### src/ksm_pkg.sv
`timescale 1ns / 1ps
`default_nettype none
package ksm_pkg;

    localparam int SLOTS      = 16;
    localparam int SLOT_W     = 4;
    localparam int CNT_W      = 5;
    localparam int KEY_W      = 64;
    localparam int STAMP_BITS = 32;
    localparam int CFG_W      = 5;

    localparam logic [CFG_W-1:0] OPEN_SLOTS_RST = CFG_W'(SLOTS);

    // controller to datapath
    typedef struct packed {
        logic load;       // capture the incoming request
        logic scan_init;  // clear scan index and match flag
        logic scan_step;  // examine one slot
        logic finish;     // update tables, load the result register
    } t_cmd;

    // datapath to controller
    typedef struct packed {
        logic last_hit;   // key equals the previous request's key
        logic scan_end;   // match found or all used slots examined
        logic out_free;   // result register can take a new result
    } t_stat;

endpackage
`default_nettype wire

### src/ksm_ctrl.sv
`timescale 1ns / 1ps
`default_nettype none
module ksm_ctrl (
    input  wire               i_clk,
    input  wire               i_rst_n,
    input  wire               i_in_valid,
    input  ksm_pkg::t_stat    i_stat,
    output logic              o_in_ready,
    output ksm_pkg::t_cmd     o_cmd
);

    localparam logic [1:0] S_IDLE = 2'd0;
    localparam logic [1:0] S_LOOK = 2'd1;
    localparam logic [1:0] S_SCAN = 2'd2;
    localparam logic [1:0] S_FIN  = 2'd3;

    logic [1:0] r_state;
    logic [1:0] n_state;

    always_ff @(posedge i_clk) begin
        if (!i_rst_n) begin
            r_state <= S_IDLE;
        end else begin
            r_state <= n_state;
        end
    end

    always_comb begin
        n_state         = r_state;
        o_cmd           = '0;
        o_in_ready      = 1'b0;
        case (r_state)
            S_IDLE: begin
                // refuse requests while reset is held
                o_in_ready = i_rst_n;
                if (i_in_valid && i_rst_n) begin
                    o_cmd.load = 1'b1;
                    n_state    = S_LOOK;
                end
            end
            S_LOOK: begin
                o_cmd.scan_init = 1'b1;
                n_state = i_stat.last_hit ? S_FIN : S_SCAN;
            end
            S_SCAN: begin
                o_cmd.scan_step = 1'b1;
                if (i_stat.scan_end) begin
                    n_state = S_FIN;
                end
            end
            S_FIN: begin
                // hold until the result register is free
                if (i_stat.out_free) begin
                    o_cmd.finish = 1'b1;
                    n_state      = S_IDLE;
                end
            end
            default: begin
                n_state = S_IDLE;
            end
        endcase
    end

endmodule
`default_nettype wire

### src/ksm_dp.sv
`timescale 1ns / 1ps
`default_nettype none
module ksm_dp (
    input  wire                               i_clk,
    input  wire                               i_rst_n,
    input  ksm_pkg::t_cmd                     i_cmd,
    output ksm_pkg::t_stat                    o_stat,
    input  wire  [ksm_pkg::KEY_W-1:0]         i_key,
    input  wire                               i_row_counted,
    input  wire                               i_cfg_valid,
    input  wire  [ksm_pkg::CFG_W-1:0]         i_cfg_data,
    input  wire                               i_out_ready,
    output logic                              o_out_valid,
    output logic [ksm_pkg::SLOT_W-1:0]        o_slot,
    output logic                              o_slot_new,
    output logic                              o_slot_evicted,
    output logic [ksm_pkg::KEY_W-1:0]         o_evicted_key
);

    logic [ksm_pkg::KEY_W-1:0]      r_slot_key   [ksm_pkg::SLOTS];
    logic [ksm_pkg::STAMP_BITS-1:0] r_slot_stamp [ksm_pkg::SLOTS];

    logic [ksm_pkg::CFG_W-1:0]      r_open_slots;
    logic [ksm_pkg::CNT_W-1:0]      r_used;
    logic [ksm_pkg::KEY_W-1:0]      r_last_key;
    logic [ksm_pkg::SLOT_W-1:0]     r_last_slot;
    logic                           r_last_valid;
    logic [ksm_pkg::STAMP_BITS-1:0] r_row_count;

    logic [ksm_pkg::KEY_W-1:0]      r_key;
    logic                           r_counted;
    logic [ksm_pkg::CNT_W-1:0]      r_idx;
    logic                           r_found;
    logic [ksm_pkg::SLOT_W-1:0]     r_match;
    logic [ksm_pkg::SLOT_W-1:0]     r_best_idx;
    logic [ksm_pkg::STAMP_BITS-1:0] r_best_stamp;
    logic [ksm_pkg::KEY_W-1:0]      r_best_key;

    logic [ksm_pkg::SLOT_W-1:0]     scan_addr;
    logic                           in_range;
    logic                           cur_hit;
    logic                           last_hit;
    logic                           out_free;
    logic [ksm_pkg::CNT_W-1:0]      limit;
    logic                           fresh;
    logic [ksm_pkg::SLOT_W-1:0]     f_slot;
    logic                           f_new;
    logic                           f_evict;
    logic [ksm_pkg::KEY_W-1:0]      f_old_key;

    assign scan_addr = r_idx[ksm_pkg::SLOT_W-1:0];
    assign in_range  = (r_idx < r_used);
    assign cur_hit   = in_range && (r_slot_key[scan_addr] == r_key);
    assign last_hit  = r_last_valid && (r_last_key == r_key);
    assign out_free  = !o_out_valid || i_out_ready;

    assign o_stat.last_hit = last_hit;
    assign o_stat.scan_end = !in_range || cur_hit;
    assign o_stat.out_free = out_free;

    // clamp the configured slot count into 1..SLOTS
    always_comb begin
        if (r_open_slots == '0) begin
            limit = ksm_pkg::CNT_W'(1);
        end else if (ksm_pkg::CNT_W'(r_open_slots) > ksm_pkg::CNT_W'(ksm_pkg::SLOTS)) begin
            limit = ksm_pkg::CNT_W'(ksm_pkg::SLOTS);
        end else begin
            limit = ksm_pkg::CNT_W'(r_open_slots);
        end
    end

    assign fresh = (r_used < limit);

    always_comb begin
        f_slot    = r_last_slot;
        f_new     = 1'b0;
        f_evict   = 1'b0;
        f_old_key = '0;
        if (!last_hit) begin
            if (r_found) begin
                f_slot = r_match;
            end else if (fresh) begin
                f_slot = r_used[ksm_pkg::SLOT_W-1:0];
                f_new  = 1'b1;
            end else begin
                f_slot    = r_best_idx;
                f_new     = 1'b1;
                f_evict   = 1'b1;
                f_old_key = r_best_key;
            end
        end
    end

    // control state
    always_ff @(posedge i_clk) begin
        if (!i_rst_n) begin
            r_open_slots <= ksm_pkg::OPEN_SLOTS_RST;
            r_used       <= '0;
            r_last_slot  <= '0;
            r_last_valid <= 1'b0;
            r_row_count  <= '0;
            o_out_valid  <= 1'b0;
        end else begin
            if (i_cfg_valid) begin
                r_open_slots <= i_cfg_data;
            end
            if (o_out_valid && i_out_ready) begin
                o_out_valid <= 1'b0;
            end
            if (i_cmd.finish) begin
                o_out_valid <= 1'b1;
                if (!last_hit) begin
                    if (!r_found && fresh) begin
                        r_used <= r_used + ksm_pkg::CNT_W'(1);
                    end
                    r_last_slot  <= f_slot;
                    r_last_valid <= 1'b1;
                end
                // saturate the row count
                if (r_counted && (r_row_count != '1)) begin
                    r_row_count <= r_row_count + ksm_pkg::STAMP_BITS'(1);
                end
            end
        end
    end

    // payload: request, scan results, tables, result fields
    always_ff @(posedge i_clk) begin
        if (i_cmd.load) begin
            r_key     <= i_key;
            r_counted <= i_row_counted;
        end
        if (i_cmd.scan_init) begin
            r_idx   <= '0;
            r_found <= 1'b0;
        end
        if (i_cmd.scan_step && in_range && !cur_hit) begin
            // strict compare keeps the lowest index on ties
            if ((r_idx == '0) || (r_slot_stamp[scan_addr] < r_best_stamp)) begin
                r_best_stamp <= r_slot_stamp[scan_addr];
                r_best_idx   <= scan_addr;
                r_best_key   <= r_slot_key[scan_addr];
            end
            r_idx <= r_idx + ksm_pkg::CNT_W'(1);
        end
        if (i_cmd.scan_step && cur_hit) begin
            r_found <= 1'b1;
            r_match <= scan_addr;
        end
        if (i_cmd.finish) begin
            o_slot         <= f_slot;
            o_slot_new     <= f_new;
            o_slot_evicted <= f_evict;
            o_evicted_key  <= f_old_key;
            if (!last_hit) begin
                if (!r_found) begin
                    r_slot_key[f_slot] <= r_key;
                end
                r_slot_stamp[f_slot] <= r_row_count;
                r_last_key           <= r_key;
            end
        end
    end

endmodule
`default_nettype wire

### src/key_slot_map_lru_evict.sv
`timescale 1ns / 1ps
`default_nettype none
// Key to slot map with least-recently-dispatched eviction.
// Input stream: one request per row, 64-bit key in tdata, row_counted flag in
// tuser. Output stream: one result per request, in request order.
// Config channel: open_slots (5 bits), write only while the block is idle.
// A request equal to the previous key skips the scan; otherwise the scan walks
// the used slots one per cycle (key match and minimum stamp in one pass,
// stopping at a match). One request is in work at a time, so the next request
// is not accepted until the current one has finished.
// Reset: no slots used, no previous key, row count zero, open_slots = 16.
// Slot tables need no clearing; only used slots are read.
// Output stall: the result waits in an output register; the next request is
// still accepted and worked up to its table update, which holds until the
// output register is taken.
module key_slot_map_lru_evict (
    input  wire         i_clk,
    input  wire         i_rst_n,
    input  wire         i_s_tvalid,
    output logic        o_s_tready,
    input  wire  [63:0] i_s_tdata,   // [63:0] key
    input  wire  [0:0]  i_s_tuser,   // [0] row_counted
    output logic        o_m_tvalid,
    input  wire         i_m_tready,
    output logic [71:0] o_m_tdata,   // [3:0] slot, [67:4] evicted_key, [71:68] zero
    output logic [1:0]  o_m_tuser,   // [0] slot_new, [1] slot_evicted
    input  wire         i_cfg_valid,
    output logic        o_cfg_ready,
    input  wire  [4:0]  i_cfg_data   // [4:0] open_slots
);

    ksm_pkg::t_cmd  cmd;
    ksm_pkg::t_stat stat;

    logic [ksm_pkg::SLOT_W-1:0] slot;
    logic                       slot_new;
    logic                       slot_evicted;
    logic [ksm_pkg::KEY_W-1:0]  evicted_key;

    // the register is writable whenever reset is released
    assign o_cfg_ready = i_rst_n;

    ksm_ctrl u_ctrl (
        .i_clk      (i_clk),
        .i_rst_n    (i_rst_n),
        .i_in_valid (i_s_tvalid),
        .i_stat     (stat),
        .o_in_ready (o_s_tready),
        .o_cmd      (cmd)
    );

    ksm_dp u_dp (
        .i_clk          (i_clk),
        .i_rst_n        (i_rst_n),
        .i_cmd          (cmd),
        .o_stat         (stat),
        .i_key          (i_s_tdata),
        .i_row_counted  (i_s_tuser[0]),
        .i_cfg_valid    (i_cfg_valid),
        .i_cfg_data     (i_cfg_data),
        .i_out_ready    (i_m_tready),
        .o_out_valid    (o_m_tvalid),
        .o_slot         (slot),
        .o_slot_new     (slot_new),
        .o_slot_evicted (slot_evicted),
        .o_evicted_key  (evicted_key)
    );

    // pack result fields, lowest field first, pad to whole bytes
    assign o_m_tdata = {4'b0000, evicted_key, slot};
    assign o_m_tuser = {slot_evicted, slot_new};

endmodule
`default_nettype wire

### config.mk
export PLATFORM = sky130hd
export DESIGN_NAME = key_slot_map_lru_evict
export DESIGN_NICKNAME = d
export VERILOG_FILES = /design/src/ksm_pkg.sv /design/src/ksm_ctrl.sv /design/src/ksm_dp.sv /design/src/key_slot_map_lru_evict.sv
export SDC_FILE = /design/constraint.sdc
export NUM_CORES = 2
export LEC_CHECK = 0
export BUFFER_PORTS_ARGS = -buffer_cell sky130_fd_sc_hd__buf_2
export CAP_MARGIN = 20
export CORE_MARGIN = 1
export CORE_UTILIZATION = 40
export DETAILED_ROUTE_END_ITERATION = 16
export PLACE_DENSITY_LB_ADDON = 0.12
export SYNTH_ARGS = -nofsm -noshare
export SYNTH_HDL_FRONTEND = slang
export SYNTH_HIERARCHICAL = 1
export SYNTH_SLANG_ARGS = --single-unit
### constraint.sdc
create_clock -name i_clk -period 14.8 [get_ports i_clk]
set_input_delay 2.22 -clock i_clk [delete_from_list [all_inputs] [get_ports i_clk]]
set_output_delay 2.22 -clock i_clk [all_outputs]
set_load 0.05 [all_outputs]
Yosys cells after proc, flatten, opt, wreduce, memory -nomap -nowiden
Memories as Yosys holds them, arrays and structs flattened. A register that Yosys moved wholly into a read port is not among the register bits.
Index checks and enable logic that the tools add are counted.

storage, ports and cells
  ROM bits = 0
  latch bits = 0
  output and inout bits = 77
  word-level logic and storage cells = 98
  memory bits (writable) = 1536
  flip-flop bits (word level) = 359
  bits of input ports = 75
  memories kept = 2

cells by class
  $add $sub $neg = 3
  mux-type cells = 31
  div/mod/pow operators = 0
  equality and inequality tests = 9
  multipliers = 0
  shift-type cells = 0
  bitwise gates (word level) = 1
  magnitude comparators = 4
  reduce and logical (&&, ||, !) cells = 28

memories
  memory             words  bits a word  rd ports  clocked after Yosys merged registers in  write ports  RTL line      source
  u_dp.r_slot_key    16     64           1         1                                        1            ksm_dp.sv:20  logic [ksm_pkg::KEY_W-1:0] r_slot_key [ksm_pkg::SLOTS];
  u_dp.r_slot_stamp  16     32           1         1                                        1            ksm_dp.sv:21  logic [ksm_pkg::STAMP_BITS-1:0] r_slot_stamp [ksm_pkg::SLOTS];

operators by type and width
  operator                                                         count
  64-bit == test                                                   2
  32-bit by 1-bit adder with 32-bit output, second input constant  1
  32-bit less-than comparator                                      1
  32-bit != test, second input constant                            1
  4-bit two-way mux                                                5
  5-bit two-way mux                                                4
  1-bit two-way mux                                                18
  5-bit by 1-bit adder with 5-bit output, second input constant    2
  5-bit zero test                                                  2
  5-bit less-than comparator                                       2
  1-bit logical AND                                                9
  2-bit case mux with 4 select lines                               1
  2-bit two-way mux                                                3
  2-bit AND reduction                                              3
  3-bit AND reduction                                              2
  5-bit greater-than comparator, second input constant             1
  2-bit == test, second input constant                             2
  1-bit zero test                                                  4
  2-bit by 1-bit != test with 1-bit output, second input constant  2
  2-bit nonzero test                                               2
  1-bit logical OR                                                 3
  3-bit OR reduction                                               1
  2-bit by 1-bit == test with 1-bit output, second input constant  1
  2-bit zero test                                                  1
  3 further kinds                                                  3

Depth between registers and ports, before layout
  word-level depth = 7
  mapped depth = 20
  mapped depth without buffers = 12

Modules after synthesis
Netlist, hierarchy kept.

by module, submodules not included
  module                  times used  area each (um^2)  seq. area each (um^2)  cells an instance
  ksm_dp                  1           75103.3           56434.1                3798
  ksm_ctrl                1           226.5             40.0                   26
  key_slot_map_lru_evict  1           56.3              0.0                    8

Worst setup path before layout
OpenSTA, ideal clock, no wires.

  kind = reg2reg
  start = register with a tool-made name
  end = register u_dp/r_best_idx[0] (netlist name), enable pin
  data arrival time = 9521 ps
  cell stages (with the launch flop) = 21
  path buffers = 8
  setup slack = 4687 ps
  required time = 14208 ps
  period minus slack after synthesis = 10113 ps
  library setup time = 592 ps
  path through = dfxtp_1 -> buf_6 -> buf_12 -> buf_6 -> buf_6 -> buf_4 -> clkbuf_1 -> buf_1 -> buf_2 -> mux4_2 -> mux4_2 -> ha_1 -> a21o_1 -> a21o_1 -> a21o_1 -> a21o_1 -> a21o_1 -> a21oi_1 -> o221ai_1 -> a21o_1 -> a21oi_1

RTL lines
  item                  RTL line       source
  end signal, assigned  ksm_dp.sv:141  r_best_idx <= scan_addr;
  end, declared         ksm_dp.sv:35   logic [ksm_pkg::SLOT_W-1:0] r_best_idx;

==> results by group <==
Run status
  • Outcome: finished clean

Drt
  • Number of detailed-routing iterations run before antenna repair: 6
  • Initial DRC count: 3547
  • DRC Markers: 0
  • Via Count: 37800
  • Routed via count divided by cell count: 5.56
  • Routed length per instance: roughly 30 um
  • Antenna-violating nets left: 0
  • Routed WL: around 210000 um

Layout
  • Fill cell total of the finished layout: 15800
  • Layout net count: 4282
  • Fraction of final layout cells with drive strength greater than 1: 23.3%
  • Syn-to-layout area delta: 14.1%

Timing
  • Clock Skew: around 0.047 ns
  • Hold violation count in the final report: 0
  • RSZ-0062 raised after global routing: false
  • Final slew viol count: 0
  • Final setup violation count: 0
  • Peak Freq: 126 MHz
  • Tightest slew margin relative to the limit: 19.5%
  • Final min period: 7.97 ns
  • Accumulated negative setup slack: 0 ns
  • Actual slew at the worst max-slew pin: 1.20 ns
  • Ratio of final minimum period to clock period: 53.8%

Die
  • Number of cell rows: 158
  • I/O pin count: between 150 and 200
  • Overall die area: 190000 um^2
  • Initial standard-cell utilization of the core: 40.5%
  • Core area: 186000 um^2
  • Die Wd: 436 um
  • Chip Height: approximately 440 um

Logic synthesis
  • Count of distinct cell types in the synthesized netlist: 78
  • Number of enable flip-flop cells after synthesis: 1844
  • Sequential element share of the synthesized area: 74.9%
  • Post-Synthesis Cells: around 3800
  • Number of warnings issued by yosys: 6
  • Async set or reset register ratio after synthesis: 0%
  • Post-Synthesis Mean Instance Area: around 20 um^2
  • Commonest register cell after synthesis: edfxtp_1
  • Netlist Area Pre-Place: around 75000 um^2
  • Number of synthesized register bits: about 1900

Clock network
  • Clock tree from TritonCTS: yes
  • Number of buffers inserted to repair setup after CTS: 0
  • Worst-Skew Late Latency: 0.85 ns
  • Maximum number of buffers from clock root to sink: 3
  • Root Buffer: clkbuf_16
  • Clock edge transition at the registers on the reported setup and hold paths: 0.06 ns
  • Post-cts repair resize count: 0
  • Count of hold-fix buffers inserted at cts: 0
  • Total clock sinks: 1899
  • Maximum level of the CTS H-tree: 4
  • Clock buffer count from CTS: 200

Pwr
  • Combinational cell fraction of total power: around a quarter
  • Net Sw Frac: roughly a third
  • Switching power: a little under 5000 uW
  • Power Total: between 15000 and 20000 uW
  • Internal Dissipation: 10500 uW
  • Total leakage power: 0.0277 uW
  • Pwr/cell area: 178 nW/um^2
  • Sequential share of power: 41.6%
  • VDD IR-drop max: 0.000128 V
  • Fraction of power consumed by the clock network: 31.8%

Worst hold path
  • Class of the worst hold path: register to register

Worst setup path
  • Maximum fanout encountered on the critical timing path: 80
  • Required time of the worst setup path: 15.25 ns
  • Element type at the critical path end: register
  • Data arrival, critical path: 8.42 ns
  • Startpoint types: register
  • Worst setup path category: register to register

GRT
  • Vias in the first global route: 39000
  • Antenna violations before repair: 6
  • Largest net degree at the start of global routing: ~110
  • Total global routing overflow: 0
  • Global-route usage over all layers: 21.9%
  • First-pass GRT wire length: 296000 um

Placed design
  • Placed wire-length estimate: approximately 120000 um
  • Port Buffers: between 100 and 150
  • Final weighted congestion in routability-driven placement: 0.875

Job
  • Maximum Capacitance Violations: 0
==> per-stage QoR <==
stage	hold WS, ns	instances	utilization [%]	instance area [um^2]	setup WS [ns]
3_5_place_dp	0.511	6437	42.8	79700	6.65
3_3_place_gp	0.500	6434	42.8	79700	6.63
5_1_grt	0.534	6800	46.2	86000	6.39
4_1_cts	0.518	6800	46.2	86000	6.64
2_1_floorplan	0.456	3835	-	75400	4.69
6_report	0.519	6801	46.2	86000	6.83
==> power by group through the flow <==
stage	logic [uW]	clock network [uW]	registers (uW)
2_1_floorplan	2640	0	6490
3_3_place_gp	4110	0	6480
3_5_place_dp	4110	0	6480
4_1_cts	4120	4980	6370
5_1_grt	4300	5160	6380
6_report	4050	4860	6360
==> kinds of logic (layout without fill, tap and decap cells) <==
| family | after synthesis | after routing | share of synthesized area (%) |
|---|---|---|---|
| AO/OA/AOI/OAI | 297 | 297 | 2.83 |
| XOR/XNOR | 162 | 162 | 1.88 |
| adder cells (fa/ha/maj) | 48 | 48 | 0.797 |
| buffers and inverters | 246 | 731 | 1.72 |
| flip-flops | 1899 | 1899 | 74.9 |
| multiplexers | 587 | 587 | 13.6 |
| other | 1 | 5 | 0.00497 |
| AND/OR/NAND/NOR | 592 | 592 | 4.27 |
==> layer usage <==
metal / wire length [um] / global-route usage, % / vias up
li1: - / - / 16200
met4: 5800 / 6.60 / 4
met5: 34 / 0 / -
met2: 107000 / 37.8 / 1051
met3: 9080 / 3.00 / 270
met1: 87400 / 28.7 / 20300
==> critical path, cell delays in order, from the launching register on <==
cell	delay [ns]
dfxtp_4	0.77
buf_4	0.61
buf_12	0.55
buf_12	0.58
mux4_2	0.59
mux4_2	0.52
ha_1	0.31
a21o_1	0.16
a21o_1	0.17
a21o_1	0.18
a21o_1	0.17
a21o_1	0.17
a21oi_1	0.29
o221ai_1	0.25
a21o_1	0.26
a21oi_4	0.14
buf_4	0.83
buf_4	0.77
==> cell type report <==
| cell class | count | area (um^2) | area share (%) |
|---|---|---|---|
| Antenna cell | 1 | 2.50 | 0.00291 |
| Multi-Input combinational cell | 1690 | 17900 | 20.8 |
| Tap cell | 2480 | 3100 | 3.61 |
| Sequential cell | 1899 | 56500 | 65.7 |
| Clock buffer | 246 | 5250 | 6.10 |
| Timing Repair Buffer | 293 | 1900 | 2.21 |
| Inverter | 75 | 288 | 0.335 |
| Clock inverter | 117 | 1080 | 1.26 |
==> synth_stat cells, types with 26 or more instances <==
master / instances / area (um^2)
edfxtp_1: 1844 / 55400
mux4_2: 339 / 7630
mux2i_1: 213 / 2130
xnor2_1: 118 / 1030
and2_1: 107 / 669
nand2_1: 105 / 394
nor2_1: 96 / 360
inv_1: 72 / 270
clkbuf_1: 58 / 218
nor2b_1: 57 / 357
dfxtp_1: 55 / 1100
a22oi_1: 52 / 390
ha_1: 48 / 601
nand3_1: 45 / 225
xor2_1: 44 / 385
a21oi_1: 39 / 195
buf_2: 37 / 185
nand4_1: 35 / 219
o21ai_0: 33 / 165
mux2_2: 29 / 327
buf_4: 28 / 210
a21o_1: 26 / 195
==> state kept, by name (all words and copies together), names as in the netlist, 5 cells and up, named ones only <==
name,cells
u_dp/o_evicted_key,64
u_dp/r_best_key,64
u_dp/r_best_stamp,32
u_dp/r_idx,5
u_dp/r_key,64
u_dp/r_last_key,64
u_dp/r_open_slots,5
u_dp/r_row_count,32
u_dp/r_slot_key,1024
u_dp/r_slot_stamp,512
u_dp/r_used,5
==> layout by cell type (no fill, tap or decap), types with 24 or more instances in the layout <==
cell type,count
a22oi_1,52
clkbuf_16,202
and2_1,105
inv_1,71
a21o_1,26
ha_1,48
buf_4,139
nand4_1,35
nor3_1,25
nor2b_1,54
nand3_1,45
nor2_4,30
mux2i_1,213
edfxtp_1,1844
clkinv_1,46
clkinv_2,34
nor2_1,65
dfxtp_1,51
xnor2_1,118
nand2b_1,24
xor2_1,44
mux2_2,29
a21oi_1,38
buf_2,148
mux4_2,339
clkbuf_1,41
o21ai_0,33
nand2_1,105
==> final timing paths <==
path / startpoint / to / slack [ns] / cells after the start
max: register / u_dp/r_best_key[6]$_DFFE_PP_ / 6.83 / 17
min: u_dp/r_best_key[3]$_DFFE_PP_ / u_dp/o_evicted_key[3]$_SDFFCE_PP0P_ / 0.52 / 1
max reg2reg: register / u_dp/r_best_key[6]$_DFFE_PP_ / 6.83 / 17
min reg2reg: u_dp/r_best_key[3]$_DFFE_PP_ / u_dp/o_evicted_key[3]$_SDFFCE_PP0P_ / 0.52 / 1
(Power assumes the default switching activity.)
